==> config.mk <==
export PLATFORM = sky130hd
export DESIGN_NAME = vna_ram
export DESIGN_NICKNAME = d
export VERILOG_FILES = /design/src/rtl/core/vna_ram.sv
export SDC_FILE = /design/constraint.sdc
export NUM_CORES = 1
export LEC_CHECK = 0
export BUFFER_PORTS_ARGS = -buffer_cell sky130_fd_sc_hd__buf_2
export CELL_PAD_IN_SITES_DETAIL_PLACEMENT = 1
export CELL_PAD_IN_SITES_GLOBAL_PLACEMENT = 1
export CORE_MARGIN = 2
export CORE_UTILIZATION = 25
export CTS_BUF_LIST = sky130_fd_sc_hd__clkbuf_2
export CTS_CLUSTER_SIZE = 40
export DETAILED_ROUTE_END_ITERATION = 16
export GPL_TIMING_DRIVEN = 0
export PLACE_DENSITY_LB_ADDON = 0.1
export SLEW_MARGIN = 20
export SYNTH_ARGS = -nofsm -noshare
export SYNTH_HDL_FRONTEND = slang
export SYNTH_SLANG_ARGS = --single-unit
==> constraint.sdc <==
create_clock -name clk -period 2.5 [get_ports clk]
set_clock_uncertainty 0.2 [all_clocks]
set_input_delay 0.125 -clock clk [delete_from_list [all_inputs] [get_ports clk]]
set_output_delay 0.125 -clock clk [all_outputs]
set_load 0.02 [all_outputs]
==> src/rtl/core/vna_ram.sv <==
// Generic single-port-write, single-port-read RAM with registered read.
module vna_ram #(
    parameter int WIDTH = 8,
    parameter int DEPTH = 16
) (
    input  logic                     clk,
    input  logic                     we,
    input  logic [$clog2(DEPTH)-1:0] waddr,
    input  logic [WIDTH-1:0]         wdata,
    input  logic [$clog2(DEPTH)-1:0] raddr,
    output logic [WIDTH-1:0]         rdata
);

    logic [WIDTH-1:0] mem [DEPTH];

    always_ff @(posedge clk)
    begin
        if (we)
        begin
            mem[waddr] <= wdata;
        end
        rdata <= mem[raddr];
    end

endmodule

**Word-level counts from Yosys, hierarchy flattened**

Memory sizes are Yosys's and may differ from the RTL's. A register that Yosys moved wholly into a read port is not among the register bits.
Index checks and enable logic that the tools add are counted.

- Flip-flop bits (word level): 0
- Memory bits (writable): 128
- Output and inout port bits: 8
- Word-level logic and storage cells: 3
- Memories: 1

Memories:

| name | depth | width | read ports | clocked after Yosys merged registers in | wr ports | RTL line | source |
|---|---|---|---|---|---|---|---|
| mem | 16 | 8 | 1 | 1 | 1 | 14 | `logic [WIDTH-1:0] mem [DEPTH];` |

- Multiplexer cells: 2

Operators by type and width:

| operator | number |
|---|---|
| $mux W1 | 2 |

**Depth between registers and ports, before layout**

- Depth in word-level cells: 2
- Depth in mapped cells: 5
- Depth with buffers taken out: 3

**Worst setup path before layout**

No wires, ideal clock.

- Path type: input to register
- From: input waddr[2]
- To: memory mem[0][0], enable pin
- Data arrival time: 1.235 ns
- Required time: 1.917 ns
- Slack: 0.682 ns
- Stages on the path: 2
- Path buffers: 0
- Cells stage by stage: or3b_2 > nor3_1

RTL lines:

| what | RTL line | source |
|---|---|---|
| from (decl) | 8 | `input logic [$clog2(DEPTH)-1:0] waddr,` |
| to (decl) | 14 |  |

Straight into the memory's write port.

==> results.md <==
* Worst Max-Slew Pin Slew at 1.04 ns
* WHS Path Cells at 2
* Clock Latency Late Sink at ~0.71 ns
* Finished Cell Area at 0.00618 sq mm
* Global-route wire length before repair at 18,600 um
* CTS tree: done
* Cts repair resizes at 0
* RSZ-0062 raised after global routing: false
* Final Max Tran Viols at 0
* Core box area at roughly 0.020 sq mm
* Placer Congestion at 0.634
* Antenna violations before repair at 1
* Final nets at 318
* Crit path from: raddr[2]
* Largest cells by area after synthesis: edfxtp_1 (75%), mux4_2 (7.9%), mux4_1 (7.1%)
* Post-Route WL at 12,300 um
* Mapped Avg Cell Area at ~22 sq um
* Vias in the first global route at 2,759
* Via Count at 2,519
* Total Routing Usage GR at 12.3%
* Startpoint type of the worst setup path: input pin
* Placed cell count at about 530
* Required @ worst endpoint at 2.97 ns
* Worst-path clk slew at 0.22 ns
* WL per Instance at 21.1 um
* Die Y-Extent at 147 um
* Leak at 2.03 nW
* Yosys top cell by area: edfxtp_1
* Htree depth at 4
* Hold_sp: wdata[5]
* CTS Root Buffer Type: clkbuf_2
* Outcome: completed
* Die X at 147 um
* Final cell count without fillers at 584
* HPWL after DPL at 7860 um
* Die Area at 0.0218 sq mm
* Mapped cell area at 0.00515 sq mm
* Port Buf Inserts at 24
* Fin util at just over 30%
* Bufs on Longest Clock Path at 2
* Most frequent cell after synthesis: edfxtp_1
* # IOs at 26
* Part of the cycle the worst path needs at 88.9%
* Sequential area share after synthesis at 77.8%
* Post-synth cell types at 19
* Final TNS setup at 0 ns
* Vias/cell at roughly 4.3
* Synth warn at 0
* Synth-to-Final Area Change at 20.0%
* PwrDens at 699 mW/mm^2
* Synth top area share at about three quarters
* Endpoints failing setup at 0
* Arrival @ worst endpoint at approximately 2.7 ns
* Dpl cell area at around 0.0057 sq mm
* Initial Utilization at about 25%
* Slowest stage delay, CP at between 0.8 and 0.9 ns
* Reg2reg start: mem[2][7]$_DFFE_PP_
* Drt initial violations at 157
* Total grt overflow at 0
* Max_cap viols at 0
* Max-slew headroom at between 30% and 40%
* Synth cell count leaders: edfxtp_1 (128), mux4_2 (18), a22oi_1 (16)
* Minimum clock period at around 2.2 ns
* R2R cell count at 4
* Cell repeated most along the worst path: dlygate4sd3_1
* Post-CTS Setup Repair Bufs at 0
* # DRC at 0
* Hold WS at 0.121 ns
* Critical Path, Cell by Cell: dlygate4sd3_1, buf_2, nor2_1, dlygate4sd3_1, a22oi_1, dlygate4sd3_1, nand2_1
* Final hold vios at 0
* FF+latch count, synth at 136
* Maximum clock rate at between 0.4 and 0.5 GHz
* Layout cells sized above 1 at between 20% and 30%
* Synth Flop Type: edfxtp_1
* Post-route ant nets at 0
* Largest net degree at the start of global routing at 17
* CP Class: input pin to flip-flop
* Ys async rst share at 0%
* Clock sink count at about 140
* Crit end category: flip-flop
* CTS Buf Count at 17
* Maximum vdd drop at 211 uV
* Pre-antenna DRT Iters at 4
* Synth Net Count at 247
* Cell Rows at 52
* Hold Path Class: input pin to flip-flop
* Post-synth EDFFs at around 130
* Worst-path maximum fanout at 7
* Synth Instances at 229
* Slowest CP cell: dlygate4sd3_1
==> stage by stage <==
| step | power (mW) | setup WS [ns] |
|---|---|---|
| after CTS | 4.40 | 0.318 |
| after floorplan | 2.76 | 0.682 |
| after global placement | 2.88 | -0.261 |
| after global routing | 4.52 | 0.237 |
| final | 4.32 | 0.277 |
| after detailed placement | 2.89 | 0.256 |
==> power by group <==
group	total [mW]	switching, mW	internal, mW
combinational	0.295	0.169	0.127
sequential	2.56	0.0112	2.55
clock	1.47	0.816	0.651
==> cells in the final DEF (no fill, tap or decap), types with 2 or more instances in the layout <==
cell / netlist / routed
nand2b_1: 2 / 2
mux4_2: 18 / 18
buf_4: 1 / 3
clkbuf_2: 0 / 18
nand2_1: 9 / 9
dlygate4sd3_1: 0 / 24
buf_2: 3 / 27
mux4_1: 14 / 14
clkinvlp_4: 0 / 2
clkinv_2: 0 / 5
a22oi_1: 16 / 16
bufinv_16: 0 / 4
edfxtp_1: 128 / 128
buf_6: 3 / 5
clkinv_4: 0 / 2
nand3b_1: 2 / 2
nor3_2: 0 / 4
dfxtp_1: 8 / 8
nor2_1: 13 / 13
clkdlybuf4s25_2: 3 / 3
==> cells by family (layout without fill, tap and decap cells) <==
group | after synthesis | in the layout | synth area share (%)
and+or+nand+nor | 35 | 35 | 3.18
muxes | 32 | 32 | 15.0
other | 0 | 1 | 0
buffers and inverters | 10 | 94 | 1.68
DFF | 136 | 136 | 77.8
AOI/OAI and AO/OA | 16 | 16 | 2.33
==> worst max-delay path, delay by kind of cell <==
kind	cells	cell delay (ns)
buffers and inverters	4	2.14
and+or+nand+nor	2	0.28
AOI/OAI and AO/OA	1	0.15
==> final timing paths <==
| path | end | slack [ns] |
|---|---|---|
| worst max register to register | rdata[7]$_DFF_P_ | 0.36 |
| worst max-delay path | rdata[2]$_DFF_P_ | 0.28 |
| worst min-delay path | mem[9][5]$_DFFE_PP_ | 0.12 |
| worst min register to register | rdata[3]$_DFF_P_ | 0.50 |
==> routing by layer <==
layer / part of all wire (%) / vias up / GRT usage [%]
met3: 2.9 / 11 / 2.78
met5: 0 / - / 0
met1: 47 / 1346 / 16.5
li1: - / 1117 / -
met2: 48 / 45 / 19.5
met4: 1.6 / 0 / 5.05
==> state kept, by name, indices dropped and copies added, names as in the netlist <==
| signal | cells |
|---|---|
| mem | 128 |
| rdata | 8 |
==> area by class of cell <==
| cell class | instances | area (sq um) |
|---|---|---|
| Buffer | 10 | 86.3 |
| Tap cell | 270 | 338 |
| Multi-Input combinational cell | 83 | 1080 |
| Fill cell | 2041 | 14100 |
| Sequential cell | 136 | 4000 |
| Timing Repair Buffer | 52 | 398 |
| Clock buffer | 18 | 90.1 |
| Clock inverter | 14 | 181 |
| Antenna cell | 1 | 2.50 |
==> repair_timing <==
action                                 CTS  global route
hold buffers                            24             0
endpoints found under the hold margin  264             0
setup endpoints to repair                0             0
(Power assumes the default switching activity.)
