## src/rtl/core/vna_pkg.sv

```systemverilog
// Shared types, constants and helpers of the vertex normal accumulator.
package vna_pkg;

    localparam int MAX_VERTICES_DEF = 1024;
    localparam int IDX_W            = 10;
    localparam int POS_W            = 16;
    localparam int SUM_W            = 24;
    localparam int NRM_W            = 16;
    localparam int MAG_W            = 36;
    localparam int ONE_Q14          = 16384;

    typedef enum logic [1:0] {
        FUNC_APPEND = 2'd0,
        FUNC_TRI    = 2'd1,
        FUNC_READ   = 2'd2,
        FUNC_CLEAR  = 2'd3
    } func_t;

    typedef struct packed {
        logic               en;
        logic signed [31:0] a;
        logic signed [31:0] b;
    } mul_req_t;

    function automatic logic signed [SUM_W-1:0] sat_add(
        input logic signed [SUM_W-1:0] s,
        input logic signed [NRM_W-1:0] n
    );
        logic signed [SUM_W:0] t;
        t = {s[SUM_W-1], s} + {{(SUM_W+1-NRM_W){n[NRM_W-1]}}, n};
        if (t[SUM_W] != t[SUM_W-1])
        begin
            return t[SUM_W] ? {1'b1, {(SUM_W-1){1'b0}}} : {1'b0, {(SUM_W-1){1'b1}}};
        end
        return t[SUM_W-1:0];
    endfunction

endpackage

```

## src/rtl/core/vna_mul.sv

```systemverilog
// Shared signed 32x32 multiplier with registered product.
module vna_mul (
    input  logic               clk,
    input  vna_pkg::mul_req_t  req,
    output logic signed [63:0] prod
);

    logic signed [63:0] prod_reg;

    always_ff @(posedge clk)
    begin
        if (req.en)
        begin
            prod_reg <= req.a * req.b;
        end
    end

    assign prod = prod_reg;

endmodule

```

## config.mk

```make
export PLATFORM = sky130hd
export DESIGN_NAME = vna_mul
export DESIGN_NICKNAME = d
export VERILOG_FILES = /design/src/rtl/core/vna_pkg.sv /design/src/rtl/core/vna_mul.sv
export SDC_FILE = /design/constraint.sdc
export NUM_CORES = 2
export LEC_CHECK = 0
export ABC_AREA = 1
export BUFFER_PORTS_ARGS = -buffer_cell sky130_fd_sc_hd__buf_4
export CAP_MARGIN = 15
export CORE_MARGIN = 3
export CORE_UTILIZATION = 40
export CTS_CLUSTER_SIZE = 20
export DETAILED_ROUTE_END_ITERATION = 6
export MAX_ROUTING_LAYER = met4
export PLACE_DENSITY_LB_ADDON = 0.3
export SLEW_MARGIN = 10
export SYNTH_ARGS = -nofsm -noshare
export SYNTH_HDL_FRONTEND = slang
export SYNTH_SLANG_ARGS = --single-unit
```

## constraint.sdc

```tcl
create_clock -name clk -period 11.3 [get_ports clk]
set_input_delay 1.13 -clock clk [delete_from_list [all_inputs] [get_ports clk]]
set_output_delay 1.13 -clock clk [all_outputs]
set_load 0.005 [all_outputs]
```

---- After elaboration in Yosys (flattened, before gate mapping) ----
Index checks and enable logic that the tools add are counted.
storage, ports and cells
  input port bits ......................... 66
  logic and storage cells ................. 2
  bits in registers ....................... 64
  output and inout port bits .............. 64
operators by class
  $mul .................................... 1
operators with widths
  kind                          number
  multiplier 32 x 32 -> 64 bit  1

---- Depth between registers and ports, before layout ----
  depth in word-level cells ............... 1
  mapped depth ............................ 31
  depth with buffers taken out ............ 30

---- Worst setup path before layout ----
OpenSTA, ideal clock, no wires.
  path kind ............................... input-to-reg
  start point ............................. in req[63] in the netlist's numbering
  end point ............................... reg prod_reg[59] (netlist: prod[59]), data pin
  stages .................................. 27
  path buffers ............................ 1
  data required time ...................... 11.047 ns
  arrival ................................. 7.662 ns
  setup time .............................. 0.253 ns
  setup slack ............................. 3.385 ns
  cells stage by stage .................... clkbuf_1 > nand2_1 > inv_1 > fa_1 > inv_1 > fa_1 > inv_1 > fa_1 > fa_1 > inv_1 > fa_1 > inv_1 > fa_1 > inv_1 > fa_1 > fa_1 > inv_1 > ha_1 > nand2_2 > nor2_1 > inv_1 > nor2_1 > nand2_1 > nor3_1 > nand2_1 > nand4_1 > nand2_1
on the way
  longest elaborated chain between the ends .. 1
RTL lines
  item                          RTL line       text
  from (decl)                   vna_mul.sv:4   input vna_pkg::mul_req_t req,
  multiplier 32 x 32 -> 64 bit  vna_mul.sv:14  prod_reg <= req.a * req.b;
  to (signal assigned)          vna_mul.sv:14
  to (decl)                     vna_mul.sv:8   logic signed [63:0] prod_reg;
No other way between the ends.
A chain may end at the register's enable or synchronous reset.

---- Worst setup path after layout ----
  start point ............................. in req[5] in the netlist's numbering
  end point ............................... reg prod_reg[60] (netlist: prod[60]), data pin
Same word-level chain as after synthesis.

==> impl_metrics.toml <==
[sta]
rsz0062_at_grt = "no"
min_period_over_period_pct = 77.5
clock.fmax_ghz = 0.114
finalSetupTns_ns = 0
hold_violations = 0
relSlewSlack_pct = 42.6
setup_viol = 0
worst_pin_slew_ns = 0.861
finalMaxSlewViolations = 0
post-route-min-period_ns = 8.76

[finish]
syn_to_final_growth_pct = 5.64
drive_gt1_share_pct = 4.51
nets = 6406
largest_reg_flops = 64

[global_routing]
top_usage_layer = "met2"
antenna_found_initial = 6
use_met3_pct = 2.02
grt_pass1_vias = 33700
met1_usage_pct = 28.7
grt-ovfl-total = 0
grt_max_degree = 65
grt.total_usage_pct = 23.1
grt_pass1_wl_um = 187000
use_met2_pct = 40.9

[clock_network]
cts_tree = "yes"
ctsHoldBuffers = 0
cts_setup_buffers = 0
cts_resized = 0
clkTransAtPathRegs_ns = 0.06
htree_levels = 3
root_buffer = "clkbuf_16"
cts.sinks = 64
clock_path_buffers = 2
cts_inserted_buffers = 9

[critical_path]
cp_max_fo = 32
cp.arrival_ns = 8.86
required_ns = 11.40
critical_path_class = "input pin to register"
critPathLaunchType = "input pin"
worstSetupEndpointType = "register"

[detailed_routing]
postRouteAntennaNets = 0
post_drt_wl_per_cell_um = 17.5
routed_wl_um = 113000
drt-initial-drc-count = 2065
vias_per_cell = 4.75
drtPass1Iterations = 7
drcViolationCount = 1
vias = 30600

[status]
violations = "DRC"
status = "finished with violations"

[floorplan]
num_rows = 116
fp.coreArea_um2 = 101000
die_h_um = 326
initial_core_util_pct = 40.6
ios = 130
die_w_um = 326
dieArea_um2 = 106000

[logic_synthesis]
yosys.area.top_type = "fa_1"
async_flop_share_pct = 0
yosysMostFrequentCell = "inv_1"
syn_area_um2 = 40800
synth_edf_count = 64
yosys.cell_types.count = 27
synthCells = 5124
netlist_top_cells_count = "1692 x inv_1, 1504 x nand2_1, 1082 x fa_1"
yosys-top-cells-area = "fa_1 53%, inv_1 16%, nand2_1 14%, ha_1 5.6%, edfxtp_1 4.7%"
ys_warn_count = 0
synth_flop_cell = "edfxtp_1"
syn_area_per_cell_um2 = 7.97
synth_fp_nets = 6456
ys_seq_area_share_pct = 4.71
yosysTopAreaCellShare_pct = 53.0
ys_ff_latch = 64

[placement]
dp_hpwl_um = 95300
gp_congestion = 0.970
io_buffer_count = 129

[hold_path]
worstHoldPathType = "input pin to register"

[run]
drv_cap = 0
[cells by family after synthesis]
logic type / share of synthesized area (%)
buffers and inverters: 17.4
AOI/OAI and AO/OA: 1.24
DFF: 4.71
xor gates and xnor gates: 0.729
and+or+nand+nor: 17.3
adders and majority gates: 58.7
[worst paths after layout]
kind | cells past startpoint | endpoint | start | slack (ns)
setup / recovery | 27 | prod[60] | req[5] | 2.54
hold / removal | 3 | prod[0] | req[0] | 1.34
[cells in the final DEF, fill, tap and decap left out]
cell type | Yosys | final
a21o_1 | 2 | 2
a21oi_1 | 62 | 62
a21oi_2 | 1 | 1
buf_4 | 0 | 131
bufinv_16 | 0 | 2
clkbuf_16 | 0 | 9
clkinv_4 | 0 | 2
clkinvlp_4 | 0 | 1
diode_2 | 0 | 6
edfxtp_1 | 64 | 64
fa_1 | 1082 | 1082
ha_1 | 184 | 184
inv_1 | 1692 | 1692
inv_2 | 8 | 8
inv_6 | 0 | 2
nand2_1 | 1504 | 1504
nand2_2 | 21 | 21
nand3_1 | 73 | 73
nand3_2 | 6 | 6
nand3b_1 | 6 | 6
nand4_1 | 13 | 13
nor2_1 | 93 | 93
nor2_2 | 31 | 31
nor2_4 | 3 | 3
nor3_1 | 11 | 11
nor3_2 | 5 | 5
o21a_1 | 1 | 1
o21ai_0 | 17 | 17
o21ai_1 | 4 | 4
o21bai_1 | 8 | 8
or2_2 | 7 | 7
xnor2_1 | 3 | 3
xor2_1 | 31 | 31
[through the flow]
| stage | instances | instance area, µm² | utilization, % | hold WS, ns | setup slack (ns) |
|---|---|---|---|---|---|
| 6_report | 6442 | 43100 | 42.8 | 1.34 | 2.54 |
| 5_1_grt | 6442 | 43100 | 42.8 | 1.36 | 2.07 |
| 4_1_cts | 6436 | 43100 | 42.8 | 1.33 | 2.53 |
| 3_5_place_dp | 6420 | 42800 | 42.5 | 1.53 | 2.19 |
| 3_3_place_gp | 6420 | 42800 | 42.5 | 1.53 | 2.28 |
| 2_1_floorplan | 5124 | 40800 | - | 1.24 | 3.39 |
[critical path: stages]
cell and delay (ns):
buf_4 0.35, nand2_1 0.21, inv_1 0.13, fa_1 0.40, inv_1 0.25, fa_1 0.47
inv_1 0.20, fa_1 0.49, fa_1 0.91, inv_1 0.48, fa_1 0.60, inv_1 0.06
fa_1 0.52, inv_1 0.05, fa_1 0.46, fa_1 0.52, inv_1 0.04, ha_1 0.38
a21oi_1 0.34, inv_1 0.07, nor2_1 0.18, o21ai_0 0.16, nand2_1 0.09, nand2_1 0.06
nand3b_1 0.15, nand2_1 0.06, nand2_1 0.04
[final cells by class]
cell class                      count  area [µm²]
Antenna cell                        6        15.0
Clock inverter                      7         103
Sequential cell                    64        1920
Multi-Input combinational cell   3168       31800
Inverter                         1700        6380
Tap cell                         1357        1700
Timing Repair Buffer              131         983
Clock buffer                        9         225
Fill cell                       10300       57600
[layer usage]
layer | part of all wire (%) | vias up | wire length, µm
met5 | 0 | - | 0
met4 | 2.7 | 0 | 3010
met3 | 5.3 | 164 | 6000
met2 | 52 | 911 | 58800
met1 | 40 | 15600 | 45200
li1 | - | 13900 | -
Power is left out: the tool's default activity adds up to more than one toggle a clock period on the data nets, which glitch-free logic cannot reach.
